`config.mk`:
```
export PLATFORM = sky130hd
export DESIGN_NAME = byte_ring_fifo_with_search
export DESIGN_NICKNAME = d
export VERILOG_FILES = /design/src/rtl/core/brfs_pkg.sv /design/src/rtl/core/brfs_ctrl.sv /design/src/rtl/core/brfs_datapath.sv /design/src/rtl/core/byte_ring_fifo_with_search.sv
export SDC_FILE = /design/constraint.sdc
export NUM_CORES = 2
export LEC_CHECK = 0
export ABC_AREA = 1
export BUFFER_PORTS_ARGS = -buffer_cell sky130_fd_sc_hd__buf_4
export CAP_MARGIN = 20
export CORE_MARGIN = 5
export CORE_UTILIZATION = 31
export CTS_BUF_LIST = sky130_fd_sc_hd__clkbuf_16
export DETAILED_ROUTE_END_ITERATION = 8
export PLACE_DENSITY = 0.46
export REMOVE_ABC_BUFFERS = 1
export SYNTH_ARGS = -nofsm -noshare
export SYNTH_HDL_FRONTEND = slang
export SYNTH_SLANG_ARGS = --single-unit
```
`constraint.sdc`:
```
create_clock -name clock -period 10.5 [get_ports clock]
set_input_delay 1.05 -clock clock [delete_from_list [all_inputs] [get_ports clock]]
set_output_delay 1.05 -clock clock [all_outputs]
set_load 0.01 [all_outputs]
```
`src/rtl/core/brfs_pkg.sv`:
```
`timescale 1ns / 1ps

package brfs_pkg;

   localparam int IDX_W  = 8;
   localparam int SIZE_W = 9;
   localparam int CNT_W  = 4;
   localparam int LANE_W = 3;
   localparam int DATA_W = 64;
   localparam int CMD_W  = 3;

   localparam logic [SIZE_W-1:0] SIZE_RESET = 9'd256;
   localparam logic [SIZE_W-1:0] SIZE_MIN   = 9'd2;

   localparam logic [CMD_W-1:0] CMD_PUT     = 3'd0;
   localparam logic [CMD_W-1:0] CMD_GET     = 3'd1;
   localparam logic [CMD_W-1:0] CMD_FIND    = 3'd2;
   localparam logic [CMD_W-1:0] CMD_COMPARE = 3'd3;
   localparam logic [CMD_W-1:0] CMD_CLEAR   = 3'd4;

   typedef struct packed {
      logic [CMD_W-1:0]  cmd;
      logic [DATA_W-1:0] byte_lane_data;
      logic [CNT_W-1:0]  byte_count;
      logic [IDX_W-1:0]  position;
   } req_type;

   typedef struct packed {
      logic              ok;
      logic [DATA_W-1:0] read_bytes;
      logic [IDX_W-1:0]  found_index;
      logic [IDX_W-1:0]  fill_count;
      logic [IDX_W-1:0]  free_space;
   } rsp_type;

   typedef struct packed {
      logic latch;
      logic eval;
      logic mod_step;
      logic rd_issue;
      logic rd_check;
      logic wr_step;
      logic finish;
   } ctrl_cmd_type;

   typedef struct packed {
      logic op_put;
      logic op_get;
      logic op_find;
      logic op_cmp;
      logic put_ok;
      logic get_ok;
      logic cnt_zero;
      logic cnt_over;
      logic ring_empty;
      logic step_done;
      logic mod_last;
      logic rsp_free;
   } dp_status_type;

endpackage

```
`src/rtl/core/brfs_ctrl.sv`:
```
`timescale 1ns / 1ps

module brfs_ctrl (
   input  logic                   clock,
   input  logic                   reset,
   input  logic                   req_valid,
   output logic                   req_ready,
   input  brfs_pkg::dp_status_type stat,
   output brfs_pkg::ctrl_cmd_type  cmd
);

   typedef enum logic [6:0] {
      ST_IDLE     = 7'b0000001,
      ST_EVAL     = 7'b0000010,
      ST_MOD      = 7'b0000100,
      ST_RD_ADDR  = 7'b0001000,
      ST_RD_CHECK = 7'b0010000,
      ST_WRITE    = 7'b0100000,
      ST_FINISH   = 7'b1000000
   } state_type;

   state_type state_ff, state_in;

   always_ff @(posedge clock) begin
      if (reset) begin
         state_ff <= ST_IDLE;
      end else begin
         state_ff <= state_in;
      end
   end

   always_comb begin
      state_in = state_ff;
      case (state_ff)
         ST_IDLE: begin
            if (req_valid) state_in = ST_EVAL;
         end
         ST_EVAL: begin
            if (stat.op_put) begin
               state_in = (stat.put_ok && !stat.cnt_zero) ? ST_WRITE : ST_FINISH;
            end else if (stat.op_get) begin
               state_in = (stat.get_ok && !stat.cnt_zero) ? ST_RD_ADDR : ST_FINISH;
            end else if (stat.op_find) begin
               state_in = (!stat.cnt_zero && !stat.ring_empty) ? ST_RD_ADDR : ST_FINISH;
            end else if (stat.op_cmp) begin
               state_in = stat.cnt_over ? ST_FINISH : ST_MOD;
            end else begin
               state_in = ST_FINISH;
            end
         end
         ST_MOD: begin
            if (stat.mod_last) state_in = stat.cnt_zero ? ST_FINISH : ST_RD_ADDR;
         end
         ST_RD_ADDR: begin
            state_in = ST_RD_CHECK;
         end
         ST_RD_CHECK: begin
            state_in = stat.step_done ? ST_FINISH : ST_RD_ADDR;
         end
         ST_WRITE: begin
            if (stat.step_done) state_in = ST_FINISH;
         end
         ST_FINISH: begin
            if (stat.rsp_free) state_in = ST_IDLE;
         end
         default: begin
            state_in = ST_IDLE;
         end
      endcase
   end

   assign req_ready    = (state_ff == ST_IDLE);
   assign cmd.latch    = (state_ff == ST_IDLE) && req_valid;
   assign cmd.eval     = (state_ff == ST_EVAL);
   assign cmd.mod_step = (state_ff == ST_MOD);
   assign cmd.rd_issue = (state_ff == ST_RD_ADDR);
   assign cmd.rd_check = (state_ff == ST_RD_CHECK);
   assign cmd.wr_step  = (state_ff == ST_WRITE);
   assign cmd.finish   = (state_ff == ST_FINISH) && stat.rsp_free;

endmodule

```
`src/rtl/core/brfs_datapath.sv`:
```
`timescale 1ns / 1ps

module brfs_datapath #(
   parameter int DEPTH     = 256,
   parameter int MAX_BYTES = 8
) (
   input  logic                                clock,
   input  logic                                reset,
   input  brfs_pkg::req_type                   req_item,
   input  logic                                csr_write_en,
   input  logic [brfs_pkg::SIZE_W-1:0]         csr_write_data,
   input  logic                                rsp_ready,
   output logic                                rsp_valid,
   output brfs_pkg::rsp_type                   rsp_item,
   input  brfs_pkg::ctrl_cmd_type              cmd,
   output brfs_pkg::dp_status_type             stat
);

   localparam int LIM = (DEPTH < 256) ? DEPTH : 256;
   localparam int AW  = $clog2(LIM);
   localparam logic [brfs_pkg::SIZE_W-1:0] LIM_SIZE = brfs_pkg::SIZE_W'(LIM);
   localparam logic [brfs_pkg::CNT_W-1:0]  MAX_CNT  = brfs_pkg::CNT_W'(MAX_BYTES);

   localparam int IW = brfs_pkg::IDX_W;
   localparam int SW = brfs_pkg::SIZE_W;
   localparam int CW = brfs_pkg::CNT_W;
   localparam int LW = brfs_pkg::LANE_W;

   logic [7:0] mem [LIM];

   logic [SW-1:0]               ring_size_ff;
   logic [IW-1:0]               read_idx_ff;
   logic [IW-1:0]               write_idx_ff;
   logic                        rsp_valid_ff;
   brfs_pkg::req_type           item_ff;
   brfs_pkg::rsp_type           rsp_ff;
   logic [IW-1:0]               ptr_ff;
   logic [LW-1:0]               k_ff;
   logic [LW-1:0]               n_ff;
   logic [IW-1:0]               rem_ff;
   logic [LW-1:0]               mstep_ff;
   logic                        ok_ff;
   logic [IW-1:0]               found_ff;
   logic [brfs_pkg::DATA_W-1:0] rd_ff;
   logic [7:0]                  rdata_ff;

   logic [SW-1:0] size;
   logic [SW-1:0] fill9;
   logic [SW-1:0] free9;
   logic [CW-1:0] cnt;
   logic [CW-1:0] flen;
   logic          op_put, op_get, op_find, op_cmp, op_clr;
   logic          cnt_zero, cnt_over, put_ok, get_ok;
   logic [SW-1:0] ptr_inc;
   logic [IW-1:0] ptr_next;
   logic          k_last;
   logic [7:0]    lane_k, lane_n;
   logic          cmp_hit, find_hit, find_full, find_at_w;
   logic [LW-1:0] n_new;
   logic [IW-1:0] found_match, found_miss;
   logic          step_done;
   logic [15:0]   mod_sub;
   logic [IW-1:0] rem_next;

   function automatic logic [IW-1:0] sub_wrap(input logic [IW-1:0] p,
                                               input logic [LW-1:0] m,
                                               input logic [SW-1:0] s);
      logic [SW-1:0] wide;
      if ({1'b0, p} >= {{(SW-LW){1'b0}}, m}) begin
         wide = {1'b0, p} - {{(SW-LW){1'b0}}, m};
      end else begin
         wide = {1'b0, p} + s - {{(SW-LW){1'b0}}, m};
      end
      return wide[IW-1:0];
   endfunction

   always_comb begin
      if (ring_size_ff < brfs_pkg::SIZE_MIN) begin
         size = brfs_pkg::SIZE_MIN;
      end else if (ring_size_ff > LIM_SIZE) begin
         size = LIM_SIZE;
      end else begin
         size = ring_size_ff;
      end
   end

   always_comb begin
      if (write_idx_ff >= read_idx_ff) begin
         fill9 = {1'b0, write_idx_ff} - {1'b0, read_idx_ff};
      end else begin
         fill9 = {1'b0, write_idx_ff} + size - {1'b0, read_idx_ff};
      end
   end
   assign free9 = size - 9'd1 - fill9;

   assign cnt      = item_ff.byte_count;
   assign op_put   = (item_ff.cmd == brfs_pkg::CMD_PUT);
   assign op_get   = (item_ff.cmd == brfs_pkg::CMD_GET);
   assign op_find  = (item_ff.cmd == brfs_pkg::CMD_FIND);
   assign op_cmp   = (item_ff.cmd == brfs_pkg::CMD_COMPARE);
   assign op_clr   = (item_ff.cmd == brfs_pkg::CMD_CLEAR);
   assign cnt_zero = (cnt == '0);
   assign cnt_over = (cnt > MAX_CNT);
   assign flen     = cnt_over ? MAX_CNT : cnt;
   assign put_ok   = !cnt_over && ({{(SW-CW){1'b0}}, cnt} <= free9);
   assign get_ok   = (fill9 != '0) && !cnt_over && ({{(SW-CW){1'b0}}, cnt} <= fill9);

   assign ptr_inc  = {1'b0, ptr_ff} + 9'd1;
   assign ptr_next = (ptr_inc == size) ? '0 : ptr_inc[IW-1:0];
   assign k_last   = (({1'b0, k_ff} + 4'd1) == cnt);

   assign lane_k    = item_ff.byte_lane_data[{k_ff, 3'b000} +: 8];
   assign lane_n    = item_ff.byte_lane_data[{n_ff, 3'b000} +: 8];
   assign cmp_hit   = (rdata_ff == lane_k);
   assign find_hit  = (rdata_ff == lane_n);
   assign find_full = find_hit && (({1'b0, n_ff} + 4'd1) == flen);
   assign find_at_w = (ptr_next == write_idx_ff);
   assign n_new     = find_hit ? n_ff + 3'd1 : '0;

   assign found_match = sub_wrap(ptr_ff, n_ff, size);
   assign found_miss  = sub_wrap(write_idx_ff, n_new, size);

   always_comb begin
      case (item_ff.cmd)
         brfs_pkg::CMD_PUT:     step_done = k_last;
         brfs_pkg::CMD_GET:     step_done = k_last;
         brfs_pkg::CMD_FIND:    step_done = find_full || find_at_w;
         brfs_pkg::CMD_COMPARE: step_done = !cmp_hit || k_last;
         default:               step_done = 1'b1;
      endcase
   end

   // restoring remainder of position by the ring size, one quotient bit a cycle
   assign mod_sub  = 16'(size) << mstep_ff;
   assign rem_next = ({8'b0, rem_ff} >= mod_sub) ? rem_ff - mod_sub[IW-1:0] : rem_ff;

   always_ff @(posedge clock) begin
      if (cmd.wr_step) mem[ptr_ff[AW-1:0]] <= lane_k;
      if (cmd.rd_issue) rdata_ff <= mem[ptr_ff[AW-1:0]];
   end

   always_ff @(posedge clock) begin
      if (reset) begin
         ring_size_ff <= brfs_pkg::SIZE_RESET;
         read_idx_ff  <= '0;
         write_idx_ff <= '0;
         rsp_valid_ff <= 1'b0;
      end else begin
         if (csr_write_en) begin
            ring_size_ff <= csr_write_data;
            read_idx_ff  <= '0;
            write_idx_ff <= '0;
         end
         if (cmd.eval && op_clr) begin
            read_idx_ff  <= '0;
            write_idx_ff <= '0;
         end
         if (cmd.wr_step && k_last) write_idx_ff <= ptr_next;
         if (cmd.rd_check && op_get && k_last) read_idx_ff <= ptr_next;
         if (cmd.finish) begin
            rsp_valid_ff <= 1'b1;
         end else if (rsp_ready) begin
            rsp_valid_ff <= 1'b0;
         end
      end
   end

   always_ff @(posedge clock) begin
      if (cmd.latch) item_ff <= req_item;
      if (cmd.eval) begin
         if (op_put) begin
            ptr_ff <= write_idx_ff;
         end else if (op_get || op_find) begin
            ptr_ff <= read_idx_ff;
         end
         k_ff     <= '0;
         n_ff     <= '0;
         rd_ff    <= '0;
         rem_ff   <= item_ff.position;
         mstep_ff <= '1;
         found_ff <= (op_find && !cnt_zero) ? write_idx_ff : '0;
         case (item_ff.cmd)
            brfs_pkg::CMD_PUT:     ok_ff <= put_ok;
            brfs_pkg::CMD_GET:     ok_ff <= get_ok;
            brfs_pkg::CMD_COMPARE: ok_ff <= !cnt_over;
            brfs_pkg::CMD_CLEAR:   ok_ff <= 1'b1;
            default:               ok_ff <= 1'b0;
         endcase
      end
      if (cmd.mod_step) begin
         rem_ff   <= rem_next;
         mstep_ff <= mstep_ff - 3'd1;
         if (mstep_ff == '0) ptr_ff <= rem_next;
      end
      if (cmd.wr_step) begin
         k_ff   <= k_ff + 3'd1;
         ptr_ff <= ptr_next;
      end
      if (cmd.rd_check) begin
         ptr_ff <= ptr_next;
         if (op_get) begin
            rd_ff[{k_ff, 3'b000} +: 8] <= rdata_ff;
            k_ff <= k_ff + 3'd1;
         end else if (op_cmp) begin
            if (!cmp_hit) ok_ff <= 1'b0;
            k_ff <= k_ff + 3'd1;
         end else if (op_find) begin
            n_ff <= n_new;
            if (find_full) begin
               found_ff <= found_match;
            end else if (find_at_w) begin
               found_ff <= found_miss;
            end
         end
      end
      if (cmd.finish) begin
         rsp_ff.ok          <= ok_ff;
         rsp_ff.read_bytes  <= rd_ff;
         rsp_ff.found_index <= found_ff;
         rsp_ff.fill_count  <= fill9[IW-1:0];
         rsp_ff.free_space  <= free9[IW-1:0];
      end
   end

   assign stat.op_put     = op_put;
   assign stat.op_get     = op_get;
   assign stat.op_find    = op_find;
   assign stat.op_cmp     = op_cmp;
   assign stat.put_ok     = put_ok;
   assign stat.get_ok     = get_ok;
   assign stat.cnt_zero   = cnt_zero;
   assign stat.cnt_over   = cnt_over;
   assign stat.ring_empty = (read_idx_ff == write_idx_ff);
   assign stat.step_done  = step_done;
   assign stat.mod_last   = (mstep_ff == '0);
   assign stat.rsp_free   = !rsp_valid_ff || rsp_ready;

   assign rsp_valid = rsp_valid_ff;
   assign rsp_item  = rsp_ff;

endmodule

```
`src/rtl/core/byte_ring_fifo_with_search.sv`:
```
// Clear, unknown and rejected commands go straight to the result; put writes its n bytes,
// get reads its n bytes, find scans m bytes, and compare checks n bytes, stopping at the first
// mismatch. Each byte read issues its address to the registered memory read port and then checks
// the registered byte; compare first reduces position by the ring size. One command at a
// time; the next is taken the cycle after its result is registered. Sync reset: indices zero,
// size 256, storage not cleared.
`timescale 1ns / 1ps

module byte_ring_fifo_with_search #(
   parameter int DEPTH     = 256,
   parameter int MAX_BYTES = 8
) (
   input  logic                        clock,
   input  logic                        reset,
   input  logic                        req_valid,
   output logic                        req_ready,
   input  brfs_pkg::req_type           req_item,
   output logic                        rsp_valid,
   input  logic                        rsp_ready,
   output brfs_pkg::rsp_type           rsp_item,
   input  logic                        csr_write_en,
   input  logic [brfs_pkg::SIZE_W-1:0] csr_write_data
);

   brfs_pkg::ctrl_cmd_type  cmd;
   brfs_pkg::dp_status_type stat;

   brfs_ctrl u_ctrl (
      .clock     (clock),
      .reset     (reset),
      .req_valid (req_valid),
      .req_ready (req_ready),
      .stat      (stat),
      .cmd       (cmd)
   );

   brfs_datapath #(
      .DEPTH     (DEPTH),
      .MAX_BYTES (MAX_BYTES)
   ) u_datapath (
      .clock          (clock),
      .reset          (reset),
      .req_item       (req_item),
      .csr_write_en   (csr_write_en),
      .csr_write_data (csr_write_data),
      .rsp_ready      (rsp_ready),
      .rsp_valid      (rsp_valid),
      .rsp_item       (rsp_item),
      .cmd            (cmd),
      .stat           (stat)
   );

endmodule

```
# After elaboration in Yosys (flattened, before gate mapping)
# Memories as Yosys holds them, arrays and structs flattened. A register that Yosys moved wholly into a read port is not among the register bits.
# Index checks and enable logic that the tools add are counted.
[op_classes]
eq_ne = 22
muxes = 72
addsub = 18
n_lt_le_gt_ge = 9
reduce_logical = 33
shift = 5
[op_table]
columns = ["cell", "count"]
rows = [
  ["$mux 8", 25],
  ["$mux 64", 3],
  ["$shiftx 64x7->8", 2],
  ["$mux 7", 14],
  ["$bwmux 64", 1],
  ["$shift 8x8->64 const A", 1],
  ["$shiftx 8x8->64", 1],
  ["$pmux 7 s7", 1],
  ["$mux 3", 13],
  ["$eq 8x8->1", 4],
  ["$sub 8x3->8", 4],
  ["$mux 9", 3],
  ["$le 4x9->1", 2],
  ["$ge 8x16->1", 1],
  ["$ge 8x3->1", 2],
  ["$shl 9x3->16", 1],
  ["$logic_and 1x1->1", 14],
  ["$add 8x1->9 const B", 1],
  ["$add 8x9->9", 1],
  ["$eq 9x9->1", 1],
  ["$gt 9x9->1 const B", 1],
  ["$lt 9x2->1 const B", 1],
  ["$mux 1", 9],
  ["$reduce_bool 9->1", 1],
  ["other kinds (36)", 52],
]
[totals]
mem_count = 1
out_inout_bits = 91
mem_bits_rw = 2048
reg_bits = 299
[memory_table]
columns = ["name", "depth", "width", "read_ports", "rd_clocked_by_memory_dff", "wr", "line_no", "rtl"]
rows = [
  ["u_datapath.mem", 256, 8, 1, 1, 1, "brfs_datapath.sv:29", "logic [7:0] mem [LIM];"],
]

# Logic depth before layout (Yosys ltp)
[logic_depth]
depth_word = 15
ltp_mapped = 37
mapped_depth_nobuf = 37

# Cells and area by module
# A second synthesis with hierarchy kept.
[hier_totals]
hier_cells = 7980
area_unflattened_um2 = 96719.0
[modules_own_cells]
columns = ["mod", "n_inst", "area_each_um2", "cells_each", "seq_area_each_um2"]
rows = [
  ["brfs_datapath", 1, 96132.2, 7877, 69376.5],
  ["brfs_ctrl", 1, 586.8, 103, 140.1],
]

# Worst setup path before layout
# No wires, ideal clock.
[synth_path]
path_type = "reg2reg"
from = "register u_datapath.k_ff[0]"
to = "memory u_datapath.mem[0][3] (data pin)"
arrival_time_ns = 8.699
n_path_buf = 2
path_stages_with_launch = 5
t_required_ns = 8.758
setup_slack_ns = 0.059
cell_sequence = "dfxtp_1 -> buf_2 -> buf_1 -> o21ai_0 -> a31oi_1"
[synth_between]
elab_chain_cells = 1
[synth_lines]
columns = ["element", "line_no", "rtl"]
rows = [
  ["start, declared", "brfs_datapath.sv:38", "logic [LW-1:0] k_ff;"],
  ["start signal, assigned", "brfs_datapath.sv:196", "k_ff <= k_ff + 3'd1;"],
  ["start signal, assigned", "brfs_datapath.sv:203", "k_ff <= k_ff + 3'd1;"],
  ["start signal, assigned", "brfs_datapath.sv:206", "k_ff <= k_ff + 3'd1;"],
  ["$shiftx 64x7->8", "brfs_datapath.sv:112", "assign lane_k = item_ff.byte_lane_data[{k_ff, 3'b000} +: 8];"],
  ["net u_datapath.lane_k[3]", "brfs_datapath.sv:57", "logic [7:0] lane_k, lane_n;"],
  ["end, declared", "brfs_datapath.sv:29", ""],
]
# The timed path passes the listed nets, and every way through them passes these cells.

# Worst setup path in the final report
[layout_path]
from = "register u_datapath.ring_size_ff[3]"
to = "register u_ctrl.state_ff[6]"
[layout_between]
elab_chain_cells = 14
word_cells_on_any_way = 30
classes_between = "add/sub: 4; order compare: 4; eq/ne: 3; mux: 11; reduce/logical: 8"
[layout_lines]
columns = ["element", "line_no", "rtl"]
rows = [
  ["start, declared", "brfs_datapath.sv:31", "logic [SW-1:0] ring_size_ff;"],
  ["start signal, assigned", "brfs_datapath.sv:144", "ring_size_ff <= brfs_pkg::SIZE_RESET;"],
  ["start signal, assigned", "brfs_datapath.sv:150", "ring_size_ff <= csr_write_data;"],
  ["$gt 9x9->1", "brfs_datapath.sv:80", "end else if (ring_size_ff > LIM_SIZE) begin"],
  ["$mux 9", "brfs_datapath.sv:80", ""],
  ["$mux 9 (*)", "brfs_datapath.sv:78", "if (ring_size_ff < brfs_pkg::SIZE_MIN) begin"],
  ["$add 8x9->9 (*)", "brfs_datapath.sv:91", "fill9 = {1'b0, write_idx_ff} + size - {1'b0, read_idx_ff};"],
  ["$sub 9x8->9 (*)", "brfs_datapath.sv:91", ""],
  ["$mux 9 (*)", "brfs_datapath.sv:88", "if (write_idx_ff >= read_idx_ff) begin"],
  ["net u_datapath.fill9[3]", "brfs_datapath.sv:48", "logic [SW-1:0] fill9;"],
  ["parallel branches: the longest is 6 deep, another holds $sub 9x9->9", "-", ""],
  ["$mux 7 (*)", "brfs_ctrl.sv:39", "if (stat.op_put) begin"],
  ["$pmux 7 s7 (*)", "brfs_ctrl.sv:34", "case (state_ff)"],
  ["end signal, assigned", "brfs_ctrl.sv:28", "state_ff <= state_in;"],
  ["end, declared", "brfs_ctrl.sv:22", "state_type state_ff, state_in;"],
]
# Mark *: on every way through the listed nets, which the timed path passes.
# A chain may end at the register's enable or synchronous reset.

==> out/qor.yml <==
synthesis:
  synthArstFlopShare_pct: 0
  synth.distinct_cells: 63
  synthCells: 7838
  synth-seq-cells: 2355
  yosysMostFrequentCell: "edfxtp_1"
  ys_top_cells_by_count: "edfxtp_1, nor2_1, o21ai_0, nand2_1, o22ai_1"
  dominantRegCellSynth: "edfxtp_1"
  yosys_warnings: 0
  synth.top_cell.area_share_pct: 69.8
  synth_edf_count: 2235
  netlist_area_sq_um: 96100
  avgSynthCellArea_sq_um: 12.3
  synth_area_leader_cell: "edfxtp_1"
  ys_top_cells_by_area: "edfxtp_1, o21ai_0, nor2_1, o22ai_1, nand2_1"
  ys_seq_area_share_pct: 72.3
final_layout:
  fin_nets: 8091
  final.fill_count: 30200
  seq_area_sq_um: 69500
  design_area_sq_um: 110000
  area_growth_pct: 14.7
  final_core_util_pct: 35.7
  finalNonFillerCells: 12200
  multiInputGateArea_sq_um: 23900
  drive_gt1_share_pct: 9.14
sta:
  timing.fmax_mhz: 181
  period_minus_slack_ps: 5510
  slew_violations: 0
  tightest_slew_ps: 1390
  rsz0062_at_grt: "no"
  setup_viol_count_final: 0
  skew_ps: 58.8
  finalCritPeriodShare_pct: 52.5
  relSlewSlack_pct: 7.39
  fin_setup_tns_ps: 0
  finalHoldViolations: 0
global_routing:
  grtUsageTotal_pct: 18.6
  antenna_found_initial: 7
  grt_overflow: 0
  grt_start_max_net_pins: 190
  grt_pass1_wl_um: 448000
  grt_pass1_vias: 61700
power:
  switchingPower_w: 0.0115
  comb_power_share_pct: 31.6
  power.leakage_nw: 36.0
  intPower_w: 0.0191
  p_seq_share_pct: 39.4
  powerDensity_nw_per_um2: 277
  sw_frac_of_total_pct: 37.5
  vdd_drop_max_mv: 0.275
  clockPowerShare_pct: 29.0
worst_setup_path:
  start_kind: "register"
  crit_family: "simple AND/OR/NAND/NOR gates"
  critPathKind: "reg -> reg"
  critical-path-max-stage-delay_ps: 440
  ff2ff_setup_slack_ps: 4990
  worstRegToRegCells: 30
  cp_num_buf_inv: 4
  crit_arrival_ps: 6310
  slowest_stage: "fa_1"
  endpoint_kind: "register"
  crit_path_max_fanout: 10
  timing.rr.start: "u_datapath.ring_size_ff[3]"
  cp.required_ps: 11300
  rr_endpoint: "u_ctrl.state_ff[6]"
clock_tree:
  clk_latency_ps: 870
  cts_tree: "done"
  cts-root-buf: "clkbuf_16"
  cts_setup_buffers: 0
  clk_pin_slew_worst_paths_ps: 60
  cts_sinks: 2355
  hold_buffers: 0
  cts_buffers: 270
  cts.path.max_buffers: 4
  h-tree-depth: 5
  cts_resized: 0
placement:
  dpl_cell_area_sq_um: 102000
  dp.cells: 11800
  io_buffers: 183
  dp.final_hpwl_um: 181000
  gp_congestion: 0.848
die:
  die_y_um: 567
  core_sq_um: 309000
  num_io_pins: 184
  start_util_pct: 31.1
  fp.dieArea_sq_um: 321000
  die_w_um: 567
  num_rows: 204
routing:
  route.vias.total: 64000
  antenna_left: 0
  drtPass1Iterations: 5
  wl_um: 311000
  wire_per_inst_um: 25.4
  drtIter0Drc: 6142
  remaining_drc_errors: 0
  avgViaCountPerCell: 5.24
min_path:
  min-delay-path-class: "in -> reg"
  hold_path_end: "u_datapath.item_ff[74]"
  whs_path_depth: 1
  min_from: "req_item[74]"
run_status:
  outcome: "complete, no violations"
job:
  maxCapViolCount: 0
==> cell families (layout without fill, tap and decap cells) <==
group / count (synthesis) / in the layout / synth area share [%]
simple gates: 2392 / 2392 / 9.91
xor+xnor: 47 / 47 / 0.452
fa+ha+maj: 87 / 87 / 1.22
buf+inv: 765 / 1036 / 3.05
compound gates: 2186 / 2186 / 13.0
other cells: 0 / 4 / 0
flops: 2355 / 2355 / 72.3
mux: 6 / 6 / 0.0703
==> through the flow <==
| stage | total power (W) | hold WS [ps] | worst slack [ps] |
|---|---|---|---|
| 2_1_floorplan | 0.0182 | 408 | -60250 |
| 3_3_place_gp | 0.0219 | 412 | 4850 |
| 3_5_place_dp | 0.0220 | 417 | 4990 |
| 4_1_cts | 0.0308 | 289 | 4950 |
| 5_1_grt | 0.0319 | 318 | 4370 |
| 6_report | 0.0306 | 358 | 4990 |
==> flip-flops by register name (all words and copies together) (netlist names) <==
| name | cells |
|---|---|
| u_datapath.cnt | 4 |
| u_datapath.rd_ff | 64 |
| u_datapath.k_ff | 3 |
| u_datapath.mstep_ff | 3 |
| u_datapath.rsp_valid | 1 |
| u_datapath.rdata_ff | 8 |
| u_datapath.read_idx_ff | 8 |
| u_datapath.ring_size_ff | 9 |
| u_datapath.ok_ff | 1 |
| u_datapath.rsp_item | 89 |
| u_datapath.ptr_ff | 8 |
| u_datapath.n_ff | 3 |
| u_datapath.mem | 2048 |
| u_datapath.rem_ff | 8 |
| u_datapath.item_ff | 75 |
| u_ctrl.state_ff | 7 |
| u_datapath.write_idx_ff | 8 |
| u_datapath.found_ff | 8 |
==> layout by cell type, fill, tap and decap left out, types with 25 or more instances in the layout <==
| cell type | count |
|---|---|
| a21oi_1 | 139 |
| a221oi_1 | 60 |
| a22o_1 | 57 |
| a41oi_1 | 41 |
| buf_4 | 280 |
| clkbuf_16 | 278 |
| clkinv_1 | 70 |
| clkinv_2 | 33 |
| dfxtp_1 | 117 |
| edfxtp_1 | 2235 |
| ha_1 | 76 |
| inv_1 | 300 |
| nand2_1 | 652 |
| nand2_2 | 25 |
| nand3_1 | 145 |
| nand4_1 | 46 |
| nor2_1 | 1451 |
| o21ai_0 | 1256 |
| o22ai_1 | 533 |
| xor2_1 | 32 |
==> layer usage <==
metal  wire length, um  part of all wire [%]  global-route usage (%)  vias up
met3             19400                   6.2                    2.88      405
met1            141000                    45                    26.6    32500
li1                  -                     -                       -    29000
met5                13                0.0042                       0        -
met2            143000                    46                    29.5     2183
met4              7860                   2.5                    4.92        2
==> worst max-delay path by stage <==
| stage | startpoint | end | slack [ps] | cells past startpoint |
|---|---|---|---|---|
| after global routing | u_datapath.ring_size_ff[3] | u_ctrl.state_ff[6] | 4370 | 31 |
| final | u_datapath.ring_size_ff[3] | u_ctrl.state_ff[6] | 4990 | 30 |
| after global placement | u_datapath.ring_size_ff[3] | u_ctrl.state_ff[6] | 4850 | 31 |
| after floorplan | u_datapath.ptr_ff[0] | u_datapath.found_ff[6] | -60250 | 18 |
| after CTS | u_datapath.ring_size_ff[3] | u_ctrl.state_ff[6] | 4950 | 30 |
| after detailed placement | u_datapath.ring_size_ff[3] | u_ctrl.state_ff[6] | 4990 | 30 |
==> area by class of cell <==
type / count / area share (%)
Antenna cell: 4 / 0.00908
Clock buffer: 278 / 6.31
Clock inverter: 192 / 1.10
Inverter: 268 / 0.944
Multi-Input combinational cell: 4718 / 21.6
Sequential cell: 2355 / 63.1
Tap cell: 4120 / 4.68
Timing Repair Buffer: 298 / 2.24
==> power groups by stage <==
stage,Clock [W],Combinational [W],Sequential [W]
floorplan,0,0.00500,0.0132
global placement,0,0.00963,0.0122
detailed placement,0,0.00971,0.0122
CTS,0.00906,0.00973,0.0120
global route,0.00943,0.0105,0.0121
finish,0.00886,0.00967,0.0121
(Power assumes the default switching activity.)
